==> src/sv/csvd_pkg.sv <==
// package for the compressed stream version detector
// request and response payload types, magic words, status codes and header tables
// no dependencies
`default_nettype none

package csvd_pkg;

   typedef struct packed {
      logic [7:0] data_byte;
      logic       last_byte;
   } req_type;

   typedef struct packed {
      logic [1:0]  status;
      logic [7:0]  major;
      logic [7:0]  minor;
      logic [7:0]  patch;
      logic [31:0] version_word;
   } rsp_type;

   localparam logic [1:0] STATUS_SHORT  = 2'd0;
   localparam logic [1:0] STATUS_TAGGED = 2'd1;
   localparam logic [1:0] STATUS_L302   = 2'd2;
   localparam logic [1:0] STATUS_L317   = 2'd3;

   localparam logic [31:0] TAG_MAGIC   = 32'hF342F310;
   localparam logic [31:0] FRAME_MAGIC = 32'hFD2FB528;

   localparam int unsigned POS_TAG_END  = 3;
   localparam int unsigned POS_VER_END  = 7;
   localparam int unsigned POS_ZSTD_END = 11;
   localparam int unsigned POS_DESC     = 12;
   localparam int unsigned MIN_LEN      = 12;
   localparam int unsigned FRAME_BASE   = 8;

   function automatic logic [3:0] fcs_len(input logic [1:0] code);
      logic [3:0] len;
      unique case (code)
         2'd0: len = 4'd0;
         2'd1: len = 4'd2;
         2'd2: len = 4'd4;
         default: len = 4'd8;
      endcase
      return len;
   endfunction

   function automatic logic [2:0] dict_len(input logic [1:0] code);
      logic [2:0] len;
      unique case (code)
         2'd0: len = 3'd0;
         2'd1: len = 3'd1;
         2'd2: len = 3'd2;
         default: len = 3'd4;
      endcase
      return len;
   endfunction

endpackage

`default_nettype wire

==> src/sv/csvd_scan.sv <==
// frame scanner: byte counter, magic detection, header decode and block walk
// produces the response for the final byte of a buffer; uses csvd_pkg
`default_nettype none

module csvd_scan #(
   parameter int LEN_BITS = 32
) (
   input  wire logic             clock,
   input  wire logic             reset,
   input  wire logic             advance,
   input  wire csvd_pkg::req_type in_data,
   output csvd_pkg::rsp_type     result
);
   import csvd_pkg::*;

   localparam int SUM_W = ((LEN_BITS > 22) ? LEN_BITS : 22) + 1;
   localparam logic [LEN_BITS-1:0] LEN_MAX = '1;

   logic [LEN_BITS-1:0] bc_ff, bc_in;
   logic [31:0]         ws_ff, ws_in;
   logic                tag_ff, tag_in;
   logic [31:0]         ver_ff, ver_in;
   logic                zstd_ff, zstd_in;
   logic [7:0]          desc_ff, desc_in;
   logic [LEN_BITS-1:0] nbs_ff, nbs_in;
   logic [23:0]         bhs_ff, bhs_in;
   logic [1:0]          hbs_ff, hbs_in;
   logic                final_ff, final_in;
   logic                trunc_ff, trunc_in;
   logic [LEN_BITS-1:0] fe_ff, fe_in;

   logic [7:0]          b;
   logic                take;
   logic [4:0]          hs_pos;
   logic [23:0]         bhs_new;
   logic [SUM_W-1:0]    blk_sum;
   logic [SUM_W-1:0]    blk_sum_cks;
   logic                flush;

   function automatic logic [LEN_BITS-1:0] sat(input logic [SUM_W-1:0] x);
      return (x > SUM_W'(LEN_MAX)) ? LEN_MAX : x[LEN_BITS-1:0];
   endfunction

   assign b       = in_data.data_byte;
   assign take    = advance && (bc_ff != LEN_MAX);
   assign flush   = advance && in_data.last_byte;
   assign bhs_new = {b, bhs_ff[23:8]};

   // frame base plus header size from the descriptor byte
   assign hs_pos = 5'(FRAME_BASE) + 5'd5 + {4'd0, ~b[5]} + {2'd0, dict_len(b[1:0])} +
                   (((b[7:6] == 2'd0) && b[5]) ? 5'd1 : {1'b0, fcs_len(b[7:6])});

   assign blk_sum     = SUM_W'(nbs_ff) + SUM_W'(3) + SUM_W'(bhs_new[23:3]);
   assign blk_sum_cks = blk_sum + (desc_ff[2] ? SUM_W'(4) : SUM_W'(0));

   always_comb begin
      bc_in    = bc_ff;
      ws_in    = ws_ff;
      tag_in   = tag_ff;
      ver_in   = ver_ff;
      zstd_in  = zstd_ff;
      desc_in  = desc_ff;
      nbs_in   = nbs_ff;
      bhs_in   = bhs_ff;
      hbs_in   = hbs_ff;
      final_in = final_ff;
      trunc_in = trunc_ff;
      fe_in    = fe_ff;
      if (take) begin
         bc_in = bc_ff + LEN_BITS'(1);
         if (bc_ff == LEN_MAX - LEN_BITS'(1)) begin
            trunc_in = 1'b1;
         end
         ws_in = {b, ws_ff[31:8]};
         if (bc_ff == LEN_BITS'(POS_TAG_END)) begin
            tag_in = (ws_in == TAG_MAGIC);
         end else if (bc_ff == LEN_BITS'(POS_VER_END)) begin
            ver_in = ws_in;
         end else if (bc_ff == LEN_BITS'(POS_ZSTD_END)) begin
            zstd_in = !tag_ff && (ws_in == FRAME_MAGIC);
         end else if (bc_ff == LEN_BITS'(POS_DESC)) begin
            desc_in = b;
            nbs_in  = LEN_BITS'(hs_pos);
            fe_in   = LEN_BITS'(hs_pos) + (b[2] ? LEN_BITS'(4) : LEN_BITS'(0));
         end else if ((bc_ff > LEN_BITS'(POS_DESC)) && zstd_ff && !final_ff) begin
            if ((hbs_ff != 2'd0) || (bc_ff == nbs_ff)) begin
               bhs_in = bhs_new;
               if (hbs_ff == 2'd2) begin
                  hbs_in   = 2'd0;
                  final_in = final_ff | bhs_new[0];
                  nbs_in   = sat(blk_sum);
                  fe_in    = sat(blk_sum_cks);
               end else begin
                  hbs_in = hbs_ff + 2'd1;
               end
            end
         end
      end
   end

   always_comb begin
      result = '0;
      if (bc_in < LEN_BITS'(MIN_LEN)) begin
         result.status = STATUS_SHORT;
      end else if (tag_in) begin
         result.status       = STATUS_TAGGED;
         result.major        = ver_in[31:24];
         result.minor        = ver_in[23:16];
         result.patch        = ver_in[15:8];
         result.version_word = ver_in;
      end else if (!zstd_in || (bc_in == LEN_BITS'(MIN_LEN)) || trunc_in ||
                   (hbs_in != 2'd0)) begin
         result.status = STATUS_L317;
      end else begin
         result.status = (fe_in == bc_in) ? STATUS_L302 : STATUS_L317;
      end
   end

   always_ff @(posedge clock) begin
      if (reset || flush) begin
         bc_ff    <= '0;
         ws_ff    <= '0;
         tag_ff   <= 1'b0;
         ver_ff   <= '0;
         zstd_ff  <= 1'b0;
         desc_ff  <= '0;
         nbs_ff   <= '0;
         bhs_ff   <= '0;
         hbs_ff   <= '0;
         final_ff <= 1'b0;
         trunc_ff <= 1'b0;
         fe_ff    <= '0;
      end else begin
         bc_ff    <= bc_in;
         ws_ff    <= ws_in;
         tag_ff   <= tag_in;
         ver_ff   <= ver_in;
         zstd_ff  <= zstd_in;
         desc_ff  <= desc_in;
         nbs_ff   <= nbs_in;
         bhs_ff   <= bhs_in;
         hbs_ff   <= hbs_in;
         final_ff <= final_in;
         trunc_ff <= trunc_in;
         fe_ff    <= fe_in;
      end
   end

   a_hbs_range: assert property (@(posedge clock) disable iff (reset)
      hbs_ff != 2'd3)
      else $error("block header byte count out of range");

   a_final_needs_zstd: assert property (@(posedge clock) disable iff (reset)
      final_ff |-> zstd_ff)
      else $error("final block seen without zstd magic");

   a_magic_exclusive: assert property (@(posedge clock) disable iff (reset)
      !(tag_ff && zstd_ff))
      else $error("tagged and zstd magic both set");

   a_trunc_saturated: assert property (@(posedge clock) disable iff (reset)
      trunc_ff |-> (bc_ff == LEN_MAX))
      else $error("truncation flag without saturated count");

endmodule

`default_nettype wire

==> src/sv/csvd_rsp_reg.sv <==
// response output register with valid/ready handshake
// holds one response until taken; uses csvd_pkg
`default_nettype none

module csvd_rsp_reg (
   input  wire logic              clock,
   input  wire logic              reset,
   input  wire logic              load,
   input  wire csvd_pkg::rsp_type load_data,
   output logic                   can_take,
   output logic                   rsp_valid,
   input  wire logic              rsp_ready,
   output csvd_pkg::rsp_type      rsp_data
);
   import csvd_pkg::*;

   logic    valid_ff;
   rsp_type data_ff;

   assign can_take  = !valid_ff || rsp_ready;
   assign rsp_valid = valid_ff;
   assign rsp_data  = data_ff;

   always_ff @(posedge clock) begin
      if (reset) begin
         valid_ff <= 1'b0;
      end else if (load) begin
         valid_ff <= 1'b1;
      end else if (rsp_ready) begin
         valid_ff <= 1'b0;
      end
      if (load) begin
         data_ff <= load_data;
      end
   end

endmodule

`default_nettype wire

==> src/sv/compressed_stream_version_detector.sv <==
// compressed stream version detector: top level
// input register, frame scanner and response register; uses csvd_pkg,
// csvd_scan and csvd_rsp_reg
//
// the req channel carries one byte of a compressed buffer per request, with
// last_byte set on the final byte. requests are taken while req_ready is
// high; only the final byte of a buffer yields a response on the rsp
// channel, carrying status and, for the tagged format, the version bytes
// and word. throughput is one byte per cycle while req_ready is high, as
// the scanner updates its state on every accepted byte. a final byte sits
// in the input register until the response register can take it; then the
// scanner result is loaded into the response register, raising rsp_valid.
// when the receiver stalls, non-final bytes keep flowing; a final byte waits
// in the input register until the response register frees, and req_ready
// drops while it waits.
// synchronous reset clears the input and response valid flags and all
// scanner state; after each response the scanner returns to its reset state
// so the next byte starts a new buffer.
// buffers of 2^LEN_BITS-1 bytes or more saturate the byte counter.
`default_nettype none

module compressed_stream_version_detector #(
   parameter int LEN_BITS = 32
) (
   input  wire logic              clock,
   input  wire logic              reset,
   input  wire logic              req_valid,
   output logic                   req_ready,
   input  wire csvd_pkg::req_type req_data,
   output logic                   rsp_valid,
   input  wire logic              rsp_ready,
   output csvd_pkg::rsp_type      rsp_data
);
   import csvd_pkg::*;

   logic    in_valid_ff;
   req_type in_data_ff;
   logic    advance;
   logic    can_take;
   rsp_type result;

   assign advance   = in_valid_ff && (!in_data_ff.last_byte || can_take);
   assign req_ready = !in_valid_ff || advance;

   always_ff @(posedge clock) begin
      if (reset) begin
         in_valid_ff <= 1'b0;
      end else if (req_ready) begin
         in_valid_ff <= req_valid;
      end
      if (req_ready && req_valid) begin
         in_data_ff <= req_data;
      end
   end

   csvd_scan #(
      .LEN_BITS(LEN_BITS)
   ) u_scan (
      .clock  (clock),
      .reset  (reset),
      .advance(advance),
      .in_data(in_data_ff),
      .result (result)
   );

   csvd_rsp_reg u_rsp (
      .clock    (clock),
      .reset    (reset),
      .load     (advance && in_data_ff.last_byte),
      .load_data(result),
      .can_take (can_take),
      .rsp_valid(rsp_valid),
      .rsp_ready(rsp_ready),
      .rsp_data (rsp_data)
   );

endmodule

`default_nettype wire
==> config.mk <==
export PLATFORM = sky130hd
export DESIGN_NAME = compressed_stream_version_detector
export DESIGN_NICKNAME = d
export VERILOG_FILES = /design/src/sv/csvd_pkg.sv /design/src/sv/csvd_scan.sv /design/src/sv/csvd_rsp_reg.sv /design/src/sv/compressed_stream_version_detector.sv
export SDC_FILE = /design/constraint.sdc
export NUM_CORES = 1
export LEC_CHECK = 0
export ABC_AREA = 1
export BUFFER_PORTS_ARGS = -buffer_cell sky130_fd_sc_hd__buf_2
export CAP_MARGIN = 20
export CORE_MARGIN = 1.5
export CORE_UTILIZATION = 57
export CTS_CLUSTER_SIZE = 14
export DETAILED_ROUTE_END_ITERATION = 10
export PLACE_DENSITY = 0.84
export SYNTH_ARGS = -nofsm -noshare
export SYNTH_HDL_FRONTEND = slang
export SYNTH_SLANG_ARGS = --single-unit
==> constraint.sdc <==
create_clock -name clock -period 4.3 [get_ports clock]
set_input_delay 1.29 -clock clock [delete_from_list [all_inputs] [get_ports clock]]
set_output_delay 1.29 -clock clock [all_outputs]
set_load 0.02 [all_outputs]
# Yosys cells after proc, flatten, opt, wreduce, memory -nomap -nowiden
# Cells that the tools add are included.
[totals] latchBits=0 ramBits=0 regBits=262 out_inout_bits=60 memories=0 input_bits=13 rom_bits=0
[classes] reduce_logical=36 order_cmp=4 n_addsub=9 muxes=44 div_mod_pow=0 shifts=0 bitwise=7 multipliers=0 eq_ne=16
[ops] cell="32-bit 2-to-1 mux" count=18
[ops] cell="32-bit equality test, second input constant" count=3
[ops] cell="32-bit by 4-bit equality test with 1-bit output, second input constant" count=3
[ops] cell="33-bit by 32-bit greater-than comparator with 1-bit output, second input constant" count=2
[ops] cell="32-bit equality test" count=2
[ops] cell="32-bit by 2-bit adder with 33-bit output, second input constant" count=1
[ops] cell="33-bit by 21-bit adder with 33-bit output" count=1
[ops] cell="33-bit adder" count=1
[ops] cell="32-bit by 1-bit adder with 32-bit output, second input constant" count=1
[ops] cell="5-bit by 32-bit adder with 32-bit output" count=1
[ops] cell="32-bit by 2-bit equality test with 1-bit output, second input constant" count=1
[ops] cell="32-bit by 3-bit equality test with 1-bit output, second input constant" count=1
[ops] cell="32-bit by 4-bit greater-than comparator with 1-bit output, second input constant" count=1
[ops] cell="32-bit by 4-bit less-than comparator with 1-bit output, second input constant" count=1
[ops] cell="32-bit != test, second input constant" count=1
[ops] cell="2-bit 2-to-1 mux" count=8
[ops] cell="7-bit AND reduction" count=2
[ops] cell="1-bit 2-to-1 mux" count=13
[ops] cell="4-bit case mux with 3 select lines" count=1
[ops] cell="2-bit nonzero test" count=6
[ops] cell="3-bit case mux with 3 select lines" count=1
[ops] cell="1-bit logical AND" count=8
[ops] cell="1-bit logical OR" count=8
[ops] cell="8-bit AND reduction" count=1
[ops] cell="14 further kinds" count=30

# Logic depth before layout (Yosys ltp)
# Gate-level depths: netlist of run 1.
[logic_depth] ltp_word=17 ltp_mapped=33

# Hierarchy
# From an unflattened synthesis of run 1, not the netlist that was laid out.
[hier_totals] hier_cells=2278 hier_area_um2=15558.7
[modules_own_cells] module="csvd_scan" area_per_inst_um2=13434.1 cells_each=2196 instances=1 seq_area_each_um2=3463.3
[modules_own_cells] module="csvd_rsp_reg" area_per_inst_um2=1784.2 cells_each=63 instances=1 seq_area_each_um2=1761.7
[modules_own_cells] module="compressed_stream_version_detector" area_per_inst_um2=340.3 cells_each=19 instances=1 seq_area_each_um2=290.3

# Least setup slack after synthesis of run 1
# OpenSTA, ideal clock, no wires.
[synth_timing] path_kind="flip-flop to flip-flop" startpoint="register u_scan.nbs_ff[1]" endpoint="register u_rsp.data_ff, in the netlist u_rsp.rsp_data[56], data pin" path_stages_with_launch=27 t_arrival_ns=3.433 setup_ns=0.249 path_buffers=1 slack_ns=0.618 required_time_ns=4.051 period_less_slack_ns=3.682 path_cell_list="dfxtp_1 > inv_1 > ha_1 > inv_1 > ha_1 > inv_1 > fa_1 > xnor2_1 > ha_1 > nand3_4 > nor2_8 > nand2_4 > nor2_4 > nand4_2 > nor2_4 > nand2_4 > buf_6 > nand3_2 > nand2_2 > nand2_2 > nor2_1 > nor3_2 > nand3_1 > nor2_1 > nand3_1 > nand2_1 > inv_1"
[synth_between] elab_chain_len=17
[synth_rtl] item="start: declaration" line_no="csvd_scan.sv:25" source="logic [LEN_BITS-1:0] nbs_ff, nbs_in;"
[synth_rtl] item="start signal: assignment" line_no="csvd_scan.sv:140" source="nbs_ff <= nbs_in;"
[synth_rtl] item="32-bit by 2-bit adder with 33-bit output" line_no="csvd_scan.sv:53" source="assign blk_sum = SUM_W'(nbs_ff) + SUM_W'(3) + SUM_W'(bhs_new[23:3]);"
[synth_rtl] item="33-bit by 21-bit adder with 33-bit output" line_no="csvd_scan.sv:53"
[synth_rtl] item="33-bit adder" line_no="csvd_scan.sv:54" source="assign blk_sum_cks = blk_sum + (desc_ff[2] ? SUM_W'(4) : SUM_W'(0));"
[synth_rtl] item="33-bit by 32-bit greater-than comparator with 1-bit output" line_no="csvd_scan.sv:41" source="return (x > SUM_W'(LEN_MAX)) ? LEN_MAX : x[LEN_BITS-1:0];"
[synth_rtl] item="32-bit 2-to-1 mux" line_no="csvd_scan.sv:41"
[synth_rtl] item="32-bit 2-to-1 mux" line_no="csvd_scan.sv:88" source="if (hbs_ff == 2'd2) begin"
[synth_rtl] item="32-bit 2-to-1 mux" line_no="csvd_scan.sv:86" source="if ((hbs_ff != 2'd0) || (bc_ff == nbs_ff)) begin"
[synth_rtl] item="32-bit 2-to-1 mux" line_no="csvd_scan.sv:85" source="end else if ((bc_ff > LEN_BITS'(POS_DESC)) && zstd_ff && !final_ff) begin"
[synth_rtl] item="32-bit 2-to-1 mux" line_no="csvd_scan.sv:81" source="end else if (bc_ff == LEN_BITS'(POS_DESC)) begin"
[synth_rtl] item="32-bit 2-to-1 mux" line_no="csvd_scan.sv:79" source="end else if (bc_ff == LEN_BITS'(POS_ZSTD_END)) begin"
[synth_rtl] item="32-bit 2-to-1 mux" line_no="csvd_scan.sv:77" source="end else if (bc_ff == LEN_BITS'(POS_VER_END)) begin"
[synth_rtl] item="32-bit 2-to-1 mux" line_no="csvd_scan.sv:75" source="if (bc_ff == LEN_BITS'(POS_TAG_END)) begin"
[synth_rtl] item="32-bit 2-to-1 mux" line_no="csvd_scan.sv:69" source="if (take) begin"
[synth_rtl] item="32-bit equality test" line_no="csvd_scan.sv:115" source="result.status = (fe_in == bc_in) ? STATUS_L302 : STATUS_L317;"
[synth_rtl] item="1-bit 2-to-1 mux" line_no="csvd_scan.sv:115"
[synth_rtl] item="1-bit 2-to-1 mux (*)" line_no="csvd_scan.sv:111" source="end else if (!zstd_in || (bc_in == LEN_BITS'(MIN_LEN)) || trunc_in ||"
[synth_rtl] item="1-bit 2-to-1 mux (*)" line_no="csvd_scan.sv:105" source="end else if (tag_in) begin"
[synth_rtl] item="end signal: assignment" line_no="csvd_rsp_reg.sv:33" source="data_ff <= load_data;"
[synth_rtl] item="end: declaration" line_no="csvd_rsp_reg.sv:18" source="rsp_type data_ff;"
# Mark *: on every way between the ends. The rest lies on a longest branch, timed or not.
# A chain may end at the register's enable or synchronous reset.

# Final worst setup path of run 1
# Same ends and word-level chain as after synthesis.

==> results.ini, run 1 <==
[die]
die_area_mm2=0.02672
start_util=0.5812
fp.coreArea_mm2=0.02525
ios=73
die_w_um=163.5
rows=58
die_h_um=163.5

[worst_setup_path]
critical_path_class=flop to flop
max_stage_delay_ns=0.48
required_ns=4.59
cp.arrival_ns=4.37
cp.buffers_inverters=6
crit_path_start_kind=flop
path_common_cell=inv_1
critPathTopFamily=simple AND/OR/NAND/NOR gates
crit_path_top_delay_cell=fa_2
worstSetupEndpointType=flop
cp_max_fo=8

[place]
place_congestion=0.9680
dp.cells=2617
dp_hpwl_um=36400
place_area_mm2=0.01541
io_buffers=72

[layout]
drive_above_1_share=0.1587
nets=2397
stdcell_area_mm2=0.01674
fin_util=0.6629
stdcell_count=2674
area_delta_synth_final_pct=14.06
antenna_cells=0
final_common_cell=nand2_1
final_cell_mix=nand2_1 (574), nor2_1 (328), inv_1 (242), dfxtp_1 (167), a21oi_1 (128)
n_fill_cell=2250

[cts]
cts_tree=built
clk_pin_slew_ns=0.06
htreeDepth=1
root_buffer=clkbuf_16
clkLatencyLatePin_ns=0.53
hold_buffers=0
cts_buffers=24
cts_buffer_depth=3
cts.sinks=218

[yosys]
muxShareOfSynthArea=0.01296
async_flop_share=0
synth.distinct_cells=51
synth_nets=2325
synth_flop_cell=dfxtp_1
synth.avg_cell_area_um2=6.509
synth_area_mm2=0.01468
synthSimpleGateAreaFrac=0.3704
synth_xor_area_frac=0.04117
synth_top_family_by_area=simple AND/OR/NAND/NOR gates
synth_compound_area_frac=0.09692
yosysSeqAreaShare=0.3267
syn-instance-count=2255
synth_edf_count=43
yosys_warnings=0
synthAdderAreaFrac=0.04961
ys_ff_latch=218

[timing]
max_freq_mhz=245.1
fin_skew_ns=0.01425
max-slew-margin-rel=0.3586
min_period_ns=4.080
maxSlewViolCount=0
tightest_slew_ns=0.9610
hold_viol=0
holdWs_ns=0.4663
finalSetupViolCount=0
setup_tns_ns=0
min_period_over_period=0.9488

[grt]
grt_pass1_wl_um=73150
grt_max_degree=85
antenna_found_initial=0
grt_pass1_vias=13837
grt_util_all_layers=0.3490
overflow=0

[detailed_routing]
drt_first_pass_iters=8
top_layer=met4
drcViolationCount=0
viasPerCell=5.687
wl_met1_um=19630
wl_um=47440
drt_iter0_drc=1408
dr_wl_met2_um=22200
met3RoutedLength_um=3436
antenna_left=0
wl_per_cell_um=17.74
vias=15208

[min_path]
min_path_type=flop to flop

[pwr]
peakVddDrop_uv=394.8
p_per_area_mw_per_mm2=283.8
p_leak_nw=7.710

[run_status]
status=finished clean

[run]
drv_cap=0

==> logic make-up (layout without fill, tap and decap cells) <==
| kind of cell | Yosys count | in the layout |
|---|---|---|
| fa+ha+maj | 57 | 57 |
| simple gates | 1261 | 1261 |
| xor+xnor | 69 | 69 |
| compound gates | 270 | 270 |
| buf+inv | 361 | 450 |
| mux | 19 | 19 |
| flops | 218 | 218 |
==> stage by stage <==
step	power [mW]	worst slack, ns
after floorplan	2.476	0.6179
after global placement	2.613	0.01032
after detailed placement	2.623	-0.07556
after CTS	4.720	0.003894
after global routing	4.864	-0.05021
final	4.751	0.2200
==> sequential cells by signal (all words and copies together), names as in the netlist <==
name             flops
u_rsp.rsp_data      34
u_scan.bc_ff        32
u_scan.fe_ff        32
u_scan.nbs_ff       32
u_scan.ver_ff       32
u_scan.ws_ff        24
u_scan.bhs_ff       14
in_data_ff           9
u_scan.hbs_ff        2
in_valid_ff          1
u_rsp.rsp_valid      1
u_scan.desc_ff       1
u_scan.final_ff      1
u_scan.tag_ff        1
u_scan.trunc_ff      1
u_scan.zstd_ff       1
==> area by class of cell <==
type,instances,area [µm²],area share
clock inverters,8,82.58,0.004933
repair buffers,139,900.9,0.05381
clock buffers,35,744.5,0.04447
flip-flops and latches,218,4805,0.2870
multi-input cells,1676,8790,0.5250
inverters,268,1006,0.06009
well taps,330,412.9,0.02466
==> cell usage after synthesis (2+ instances only) <==
library cell	n	area (µm²)
nand2_1	609	2286
nor2_1	350	1314
inv_1	243	912.1
dfxtp_1	175	3503
a21oi_1	131	655.6
nand3_1	127	635.6
o21ai_0	102	510.5
xor2_1	58	508.0
ha_1	55	688.2
clkbuf_1	43	161.4
edfxtp_1	43	1291
nand4_1	40	250.2
nor3_1	34	170.2
buf_4	24	180.2
inv_2	23	86.33
mux2i_1	19	190.2
nand2_2	18	112.6
buf_2	17	85.08
nor2_2	17	106.4
nand3b_1	14	105.1
nor4_1	12	75.07
xnor2_1	11	96.34
nand3_2	9	90.09
o21ai_1	9	45.04
a31oi_1	8	50.05
or2_2	7	43.79
a21oi_2	5	43.79
nand2_4	5	56.30
nor3_2	5	50.05
and2_1	4	25.02
buf_6	4	45.04
clkbuf_2	4	20.02
nor2_4	4	45.04
o21a_1	4	30.03
o21bai_1	3	22.52
clkinv_1	2	7.510
fa_1	2	40.04
or4_1	2	15.01
==> path summary, 6_finish.rpt <==
path,start,endpoint,slack [ns],cells past startpoint
hold reg to reg,u_scan.bhs_ff[12],u_scan.bhs_ff[12],0.47,2
setup reg to reg,u_scan.nbs_ff[1],u_rsp.rsp_data[56],0.22,27
hold / removal,u_scan.bhs_ff[12],u_scan.bhs_ff[12],0.47,2
setup / recovery,u_scan.nbs_ff[1],u_rsp.rsp_data[56],0.22,27
==> where the power goes <==
part	internal (mW)	leakage [nW]	switching, mW
combinational	0.142	5.47	0.309
clock	1.26	0.408	0.873
sequential	2.12	1.83	0.0445
==> worst register-to-register path, stage by stage, from the launching register on <==
cell      delay (ns)
dfxtp_2         0.34
inv_1           0.05
ha_1            0.26
inv_1           0.06
ha_2            0.17
inv_1           0.06
fa_2            0.48
inv_1           0.08
ha_2            0.22
ha_4            0.16
nand3_4         0.13
nor2_8          0.16
nand2_4         0.06
nor2_4          0.11
nand4_2         0.12
nor2_4          0.18
nand2_4         0.10
buf_4           0.18
nand3_1         0.10
nand2_1         0.10
nand3b_1        0.11
nand4_1         0.11
nor2_1          0.16
nand2_1         0.07
nor2_1          0.09
nand3_1         0.09
nand2_1         0.07
inv_1           0.03
==> layer usage <==
layer	up-vias	track usage
li1	7341	-
met1	7038	0.4504
met2	690	0.5942
met3	139	0.03428
met4	0	0.1455
met5	-	0
==> timing repair <==
item | in CTS | in global routing
pin swaps | 1 | 15
hold endpoints to repair | 0 | 0
cloned | 0 | 0
setup buffers | 0 | 14
setup endpoints to repair | 1 | 1
gates resized for setup | 6 | 106
(Power assumes the default switching activity.)
==> run 2, diff against run 1 <==
--- a/config.mk
+++ b/config.mk
@@ -12,7 +12,7 @@
 export CORE_UTILIZATION = 57
 export CTS_CLUSTER_SIZE = 14
 export DETAILED_ROUTE_END_ITERATION = 10
-export PLACE_DENSITY = 0.84
+export PLACE_DENSITY = 0.75
 export SYNTH_ARGS = -nofsm -noshare
 export SYNTH_HDL_FRONTEND = slang
 export SYNTH_SLANG_ARGS = --single-unit
==> run 2 against run 1 <==
  * Clock skew grew 0.0087 ns
  * Critical endpoint unchanged
  * Via count fell by 0.58%
  * Cell area rose by 3.0%
  * Utilization grew 2.0 points
  * Largest power group is now the clock network
  * Largest cell class unchanged
  * Clock power is 9.3% higher
==> results.ini, run 2 (same netlist as run 1, synthesis figures left out) <==
[layout]
antenna_cells=0  ; unchanged
n_fill_cell=2180  ; was 2250
nets=2411  ; was 2397
area_delta_synth_final_pct=17.53  ; was 14.06%
largest_reg_flops=34  ; unchanged
stdcell_area_mm2=0.01725  ; was 0.01674 mm²
drive_above_1_share=0.1847  ; was 0.1587
final-seq-area_mm2=0.004805  ; unchanged
final_common_cell=nand2_1  ; unchanged
multi_input_area_mm2=0.009065  ; was 0.008790 mm²
final_cell_mix=nand2_1 (541), nor2_1 (329), inv_1 (237), dfxtp_1 (167), a21oi_1 (127)  ; was nand2_1 (574), nor2_1 (328), inv_1 (242), dfxtp_1 (167), a21oi_1 (128)

[min_path]
min_path_type=flop to flop  ; unchanged

[cts]
root_buffer=clkbuf_16  ; unchanged
clk_pin_slew_ns=0.06  ; about the same
hold_buffers=0  ; unchanged
cts.sinks=218  ; unchanged
htreeDepth=1  ; unchanged
cts_tree=built  ; unchanged
clkLatencyLatePin_ns=0.55  ; was 0.53 ns
cts_buffers=25  ; was 24
cts_buffer_depth=3  ; unchanged

[place]
dp_hpwl_um=36070  ; was 36400 µm
place_area_mm2=0.01537  ; was 0.01541 mm²
io_buffers=72  ; unchanged
dp_slack_ns=0.007409  ; was -0.07556 ns
place_congestion=1.049  ; was 0.9680

[die]
die_w_um=163.5  ; unchanged
die_area_mm2=0.02672  ; unchanged
rows=58  ; unchanged
start_util=0.5812  ; unchanged
fp.coreArea_mm2=0.02525  ; unchanged
die_h_um=163.5  ; unchanged
ios=73  ; unchanged

[pwr]
p_leak_nw=7.937  ; was 7.710 nW
seqPwrFrac=0.437  ; was 0.455
power_frac_clock=0.473  ; was 0.450
netSwitchingFraction=0.2552  ; was 0.2580
peakVddDrop_uv=381.6  ; was 394.8 µV
p_per_area_mw_per_mm2=286.9  ; was 283.8 mW/mm²
p_int_mw=3.685  ; was 3.525 mW
switchingPower_mw=1.263  ; was 1.226 mW
power_frac_comb=0.090  ; was 0.095

[worst_setup_path]
cp.arrival_ns=4.49  ; was 4.37 ns
cp_max_fo=8  ; unchanged
critical_path_class=flop to flop  ; unchanged
path_common_cell=nand2_1  ; was inv_1
cp.buffers_inverters=1  ; was 6
required_ns=4.60  ; was 4.59 ns
max_stage_delay_ns=0.46  ; was 0.48 ns
crit_path_start_kind=flop  ; unchanged
crit_path_top_delay_cell=edfxtp_1  ; was fa_2
critPathTopFamily=simple AND/OR/NAND/NOR gates  ; unchanged
worstSetupEndpointType=flop  ; unchanged

[grt]
grt_max_degree=134  ; was 85
grt_pass1_vias=13918  ; was 13837
antenna_found_initial=0  ; unchanged
grt_pass1_wl_um=72790  ; was 73150 µm
grt_util_all_layers=0.3504  ; was 0.3490
overflow=0  ; unchanged

[timing]
maxSlewViolCount=0  ; unchanged
hold_viol=0  ; unchanged
max_freq_mhz=239.0  ; was 245.1 MHz
min_period_ns=4.184  ; was 4.080 ns
min_period_over_period=0.9730  ; was 0.9488
tightest_slew_ns=0.7113  ; was 0.9610 ns
finalSetupViolCount=0  ; unchanged
worst_slack_ns=0.1161  ; was 0.2200 ns
max-slew-margin-rel=0.5258  ; was 0.3586
fin_skew_ns=0.02294  ; was 0.01425 ns

[detailed_routing]
drt_iter0_drc=1375  ; was 1408
wl_per_cell_um=17.74  ; about the same
wl_um=47730  ; was 47440 µm
vias=15120  ; was 15208
antenna_left=0  ; unchanged
drcViolationCount=0  ; unchanged
drt_first_pass_iters=6  ; was 8
viasPerCell=5.621  ; was 5.687

[run_status]
status=finished clean  ; unchanged

[run]
drv_cap=0  ; unchanged

## run 2: cell types whose count changed in the layout (fill, tap and decap cells not counted), moves of 3 or more
cell,before,now
inv_2,24,27
nor2_2,28,20
buf_4,64,72
nand2_1,574,541
nor2_4,15,22
nand2_4,6,18
nand3_1,117,111
o21ai_1,10,7
inv_1,242,237
nand2_2,51,72
nand3_4,1,7
bufinv_16,1,5
clkbuf_8,6,3
## run 2: final cells by class
class | count | share of cell area
Sequential cell | 218 | 0.2785
Timing Repair Buffer | 152 | 0.06122
Clock buffer | 30 | 0.03909
Multi-Input combinational cell | 1676 | 0.5255
Tap cell | 330 | 0.02394
Clock inverter | 16 | 0.01313
Inverter | 268 | 0.05861
## run 2: path summary, 6_finish.rpt
check                                       start                 end  slack (ns)  cells past startpoint
worst max-delay path                in_data_ff[4]  u_rsp.rsp_data[56]        0.12                     27
worst min-delay path            u_scan.ver_ff[23]   u_scan.ver_ff[23]        0.48                      2
worst max register to register      in_data_ff[4]  u_rsp.rsp_data[56]        0.12                     27
worst min register to register  u_scan.ver_ff[23]   u_scan.ver_ff[23]        0.48                      2
## run 2: worst min-delay path, delay by kind of cell, from the launching register on
family	cells	cell delay, ns
AND/OR/NAND/NOR	1	0.07
flip-flops	1	0.31
AO/OA/AOI/OAI	1	0.07
## run 2: power by group through the flow
stage	clock (mW)	combinational [mW]	sequential (mW)
after floorplan	0	0.276	2.20
after global placement	0	0.405	2.21
after detailed placement	0	0.411	2.21
after CTS	2.36	0.414	2.16
after global routing	2.44	0.487	2.17
final	2.34	0.447	2.16
## run 2: layer usage
metal / track usage / part of all wire / vias up
li1: - / - / 7370
met4: 0.1950 / 0.063 / 0
met1: 0.4382 / 0.42 / 6947
met5: 0 / 0 / -
met2: 0.5819 / 0.46 / 616
met3: 0.04698 / 0.065 / 187
## run 2: stage by stage
stage / hold slack [ns] / TNS, ns / instances / total power, mW / util
after floorplan: 0.4240 / 0 / 2255 / 2.476 / -
after global placement: 0.4478 / 0 / 2610 / 2.610 / 0.6086
after detailed placement: 0.4641 / 0 / 2610 / 2.618 / 0.6086
after CTS: 0.4727 / 0 / 2656 / 4.934 / 0.6443
after global routing: 0.5024 / -0.05706 / 2690 / 5.094 / 0.6831
final: 0.4809 / 0 / 2690 / 4.948 / 0.6831
## run 2: repair_timing
item,4_1_cts,5_1_grt
gates resized for setup,1,189
pin swaps,0,57
setup buffers,0,32
cloned,0,1
endpoints found under the setup margin,1,1
hold endpoints to repair,0,0
==> run 3, diff against run 2 <==
--- a/config.mk
+++ b/config.mk
@@ -6,13 +6,13 @@
 export NUM_CORES = 1
 export LEC_CHECK = 0
 export ABC_AREA = 1
-export BUFFER_PORTS_ARGS = -buffer_cell sky130_fd_sc_hd__buf_2
 export CAP_MARGIN = 20
 export CORE_MARGIN = 1.5
 export CORE_UTILIZATION = 57
 export CTS_CLUSTER_SIZE = 14
 export DETAILED_ROUTE_END_ITERATION = 10
-export PLACE_DENSITY = 0.75
+export DONT_BUFFER_PORTS = 1
+export PLACE_DENSITY = 0.72
 export SYNTH_ARGS = -nofsm -noshare
 export SYNTH_HDL_FRONTEND = slang
 export SYNTH_SLANG_ARGS = --single-unit
==> run 3 against run 2 <==
  * Largest cell class unchanged
  * Global-route usage rose by 0.051 points
  * Maximum frequency is 2.5% higher
  * Count of clock-buffer cells in the layout rose by 2
  * Clock power down 13%
  * Cell area decreased by 3.9%
  * Clock skew shrank 0.0067 ns
  * Utilization fell by 2.6 points
  * Final cell count decreased by 2.5%
  * Register-to-register slack better by 0.10 ns
  * Non-clock buffer count decreased by 67
  * Worst setup slack better by 0.10 ns
  * Combinational power down 9.6%
==> results.ini, run 3 (same netlist as run 1, synthesis figures left out) <==
[layout]
drive_above_1_share=0.1420  ; was 0.1847
final_cell_mix=nand2_1 (561), nor2_1 (333), inv_1 (240), dfxtp_1 (172), a21oi_1 (128)  ; was nand2_1 (541), nor2_1 (329), inv_1 (237), dfxtp_1 (167), a21oi_1 (127)
fin_util=0.6566  ; was 0.6831
largest_reg_flops=34  ; unchanged
area_delta_synth_final_pct=12.97  ; was 17.53%
n_fill_cell=2341  ; was 2180
nets=2343  ; was 2411
stdcell_count=2622  ; was 2690
final_common_cell=nand2_1  ; unchanged

[worst_setup_path]
critical_path_class=flop to flop  ; unchanged
cp_max_fo=8  ; unchanged
crit_path_start_kind=flop  ; unchanged
max_stage_delay_ns=0.48  ; was 0.46 ns
path_common_cell=nand2_1  ; unchanged
crit_path_top_delay_cell=edfxtp_1  ; unchanged
cp.buffers_inverters=3  ; was 1
required_ns=4.59  ; was 4.60 ns
worstSetupEndpointType=flop  ; unchanged
cp.arrival_ns=4.37  ; was 4.49 ns
critPathTopFamily=simple AND/OR/NAND/NOR gates  ; unchanged

[cts]
cts_tree=built  ; unchanged
cts.sinks=218  ; unchanged
root_buffer=clkbuf_16  ; unchanged
htreeDepth=1  ; unchanged
hold_buffers=0  ; unchanged
cts_buffer_depth=3  ; unchanged
clk_pin_slew_ns=0.06  ; about the same
cts_buffers=24  ; was 25
clkLatencyLatePin_ns=0.53  ; was 0.55 ns

[pwr]
p_int_mw=3.426  ; was 3.685 mW
peakVddDrop_uv=367.1  ; was 381.6 µV
seqPwrFrac=0.472  ; was 0.437
netSwitchingFraction=0.2594  ; was 0.2552
power_frac_clock=0.441  ; was 0.473
p_per_area_mw_per_mm2=279.0  ; was 286.9 mW/mm²
power_frac_comb=0.087  ; was 0.090
switchingPower_mw=1.200  ; was 1.263 mW
power_mw=4.626  ; was 4.948 mW
p_leak_nw=7.496  ; was 7.937 nW

[timing]
min_period_over_period=0.9492  ; was 0.9730
holdWs_ns=0.4613  ; was 0.4809 ns
fin_skew_ns=0.01620  ; was 0.02294 ns
maxSlewViolCount=0  ; unchanged
max-slew-margin-rel=0.5588  ; was 0.5258
setup_tns_ns=0  ; unchanged
max_freq_mhz=245.0  ; was 239.0 MHz
tightest_slew_ns=0.6610  ; was 0.7113 ns
min_period_ns=4.082  ; was 4.184 ns
hold_viol=0  ; unchanged
finalSetupViolCount=0  ; unchanged

[die]
die_w_um=163.5  ; unchanged
start_util=0.5812  ; unchanged
rows=58  ; unchanged
ios=73  ; unchanged
die_area_mm2=0.02672  ; unchanged
die_h_um=163.5  ; unchanged
fp.coreArea_mm2=0.02525  ; unchanged

[run]
drv_cap=0  ; unchanged

[place]
dp.cells=2550  ; was 2610
dp_hpwl_um=36460  ; was 36070 µm
place_congestion=0.9716  ; was 1.049
io_buffers=0  ; was 72

[min_path]
min_path_type=flop to flop  ; unchanged

[detailed_routing]
drt_iter0_drc=1462  ; was 1375
wl_um=47360  ; was 47730 µm
viasPerCell=5.618  ; was 5.621
wl_per_cell_um=18.06  ; was 17.74 µm
drcViolationCount=0  ; unchanged
vias=14731  ; was 15120
drt_first_pass_iters=5  ; was 6
antenna_left=0  ; unchanged

[grt]
antenna_found_initial=4  ; was 0
grt_pass1_wl_um=73050  ; was 72790 µm
grt_pass1_vias=13804  ; was 13918
grt_util_all_layers=0.3509  ; was 0.3504
overflow=0  ; unchanged
grt_max_degree=134  ; unchanged

[run_status]
status=finished clean  ; unchanged

==> run 3: cell type report <==
| class | count | area, µm² | share of cell area |
|---|---|---|---|
| multi-input combinational | 1676 | 8870 | 0.5349 |
| clock inverter | 10 | 98.84 | 0.005961 |
| sequential | 218 | 4798 | 0.2894 |
| timing repair buffer | 85 | 704.4 | 0.04248 |
| clock buffer | 32 | 681.9 | 0.04112 |
| antenna | 3 | 7.507 | 0.0004527 |
| inverter | 268 | 1008 | 0.06082 |
| tap | 330 | 412.9 | 0.02490 |
==> run 3: repair_timing <==
item,CTS,global route
hold endpoints to repair,0,0
pin swaps,0,39
gates resized for setup,0,130
buffers inserted,1,26
endpoints found under the setup margin,1,1
==> run 3: per-layer routing <==
metal	track usage	wire (µm)
met1	0.4406	19650
met2	0.5898	22110
met4	0.1893	2599
met5	0	9
met3	0.03809	3003
==> run 3: final timing paths <==
kind	slack (ns)	cells after the start	end	start
worst max-delay path	0.22	26	u_rsp.rsp_data[56]	in_data_ff[4]
worst min-delay path	0.46	2	u_scan.bhs_ff[11]	u_scan.bhs_ff[11]
worst max register to register	0.22	26	u_rsp.rsp_data[56]	in_data_ff[4]
worst min register to register	0.46	2	u_scan.bhs_ff[11]	u_scan.bhs_ff[11]
==> run 3: stage by stage <==
| step | instance area (µm²) | setup WS [ns] |
|---|---|---|
| floorplan | 14680 | 0.6179 |
| global placement | 15100 | 0.02377 |
| detailed placement | 15100 | 0.006248 |
| CTS | 15890 | 0.009439 |
| global route | 16580 | -0.07050 |
| finish | 16580 | 0.2184 |
==> run 3: power by group through the flow <==
| stage | Clock, mW | Sequential (mW) | Combinational [mW] |
|---|---|---|---|
| CTS | 2.05 | 2.18 | 0.380 |
| global route | 2.13 | 2.19 | 0.444 |
| global placement | 0 | 2.23 | 0.369 |
| finish | 2.04 | 2.18 | 0.404 |
| detailed placement | 0 | 2.23 | 0.376 |
| floorplan | 0 | 2.20 | 0.276 |
==> run 3: worst register-to-register path, cell delays in order, from the launching register on <==
cell,delay (ns)
edfxtp_1,0.48
ha_1,0.35
ha_2,0.38
nand2_1,0.13
nor2_2,0.12
inv_1,0.11
nor2_4,0.15
nand3_1,0.13
nand4_1,0.11
nand2_1,0.20
nor2_4,0.21
nand3_2,0.11
nor2_4,0.12
nand2_4,0.09
nand2_8,0.11
nor2_4,0.07
buf_12,0.15
nand2_2,0.10
nand2_2,0.07
nand2_1,0.06
nand2_1,0.05
nand2_1,0.12
nand3_2,0.12
nor2_1,0.10
nand3_1,0.09
nand2_1,0.06
inv_1,0.03
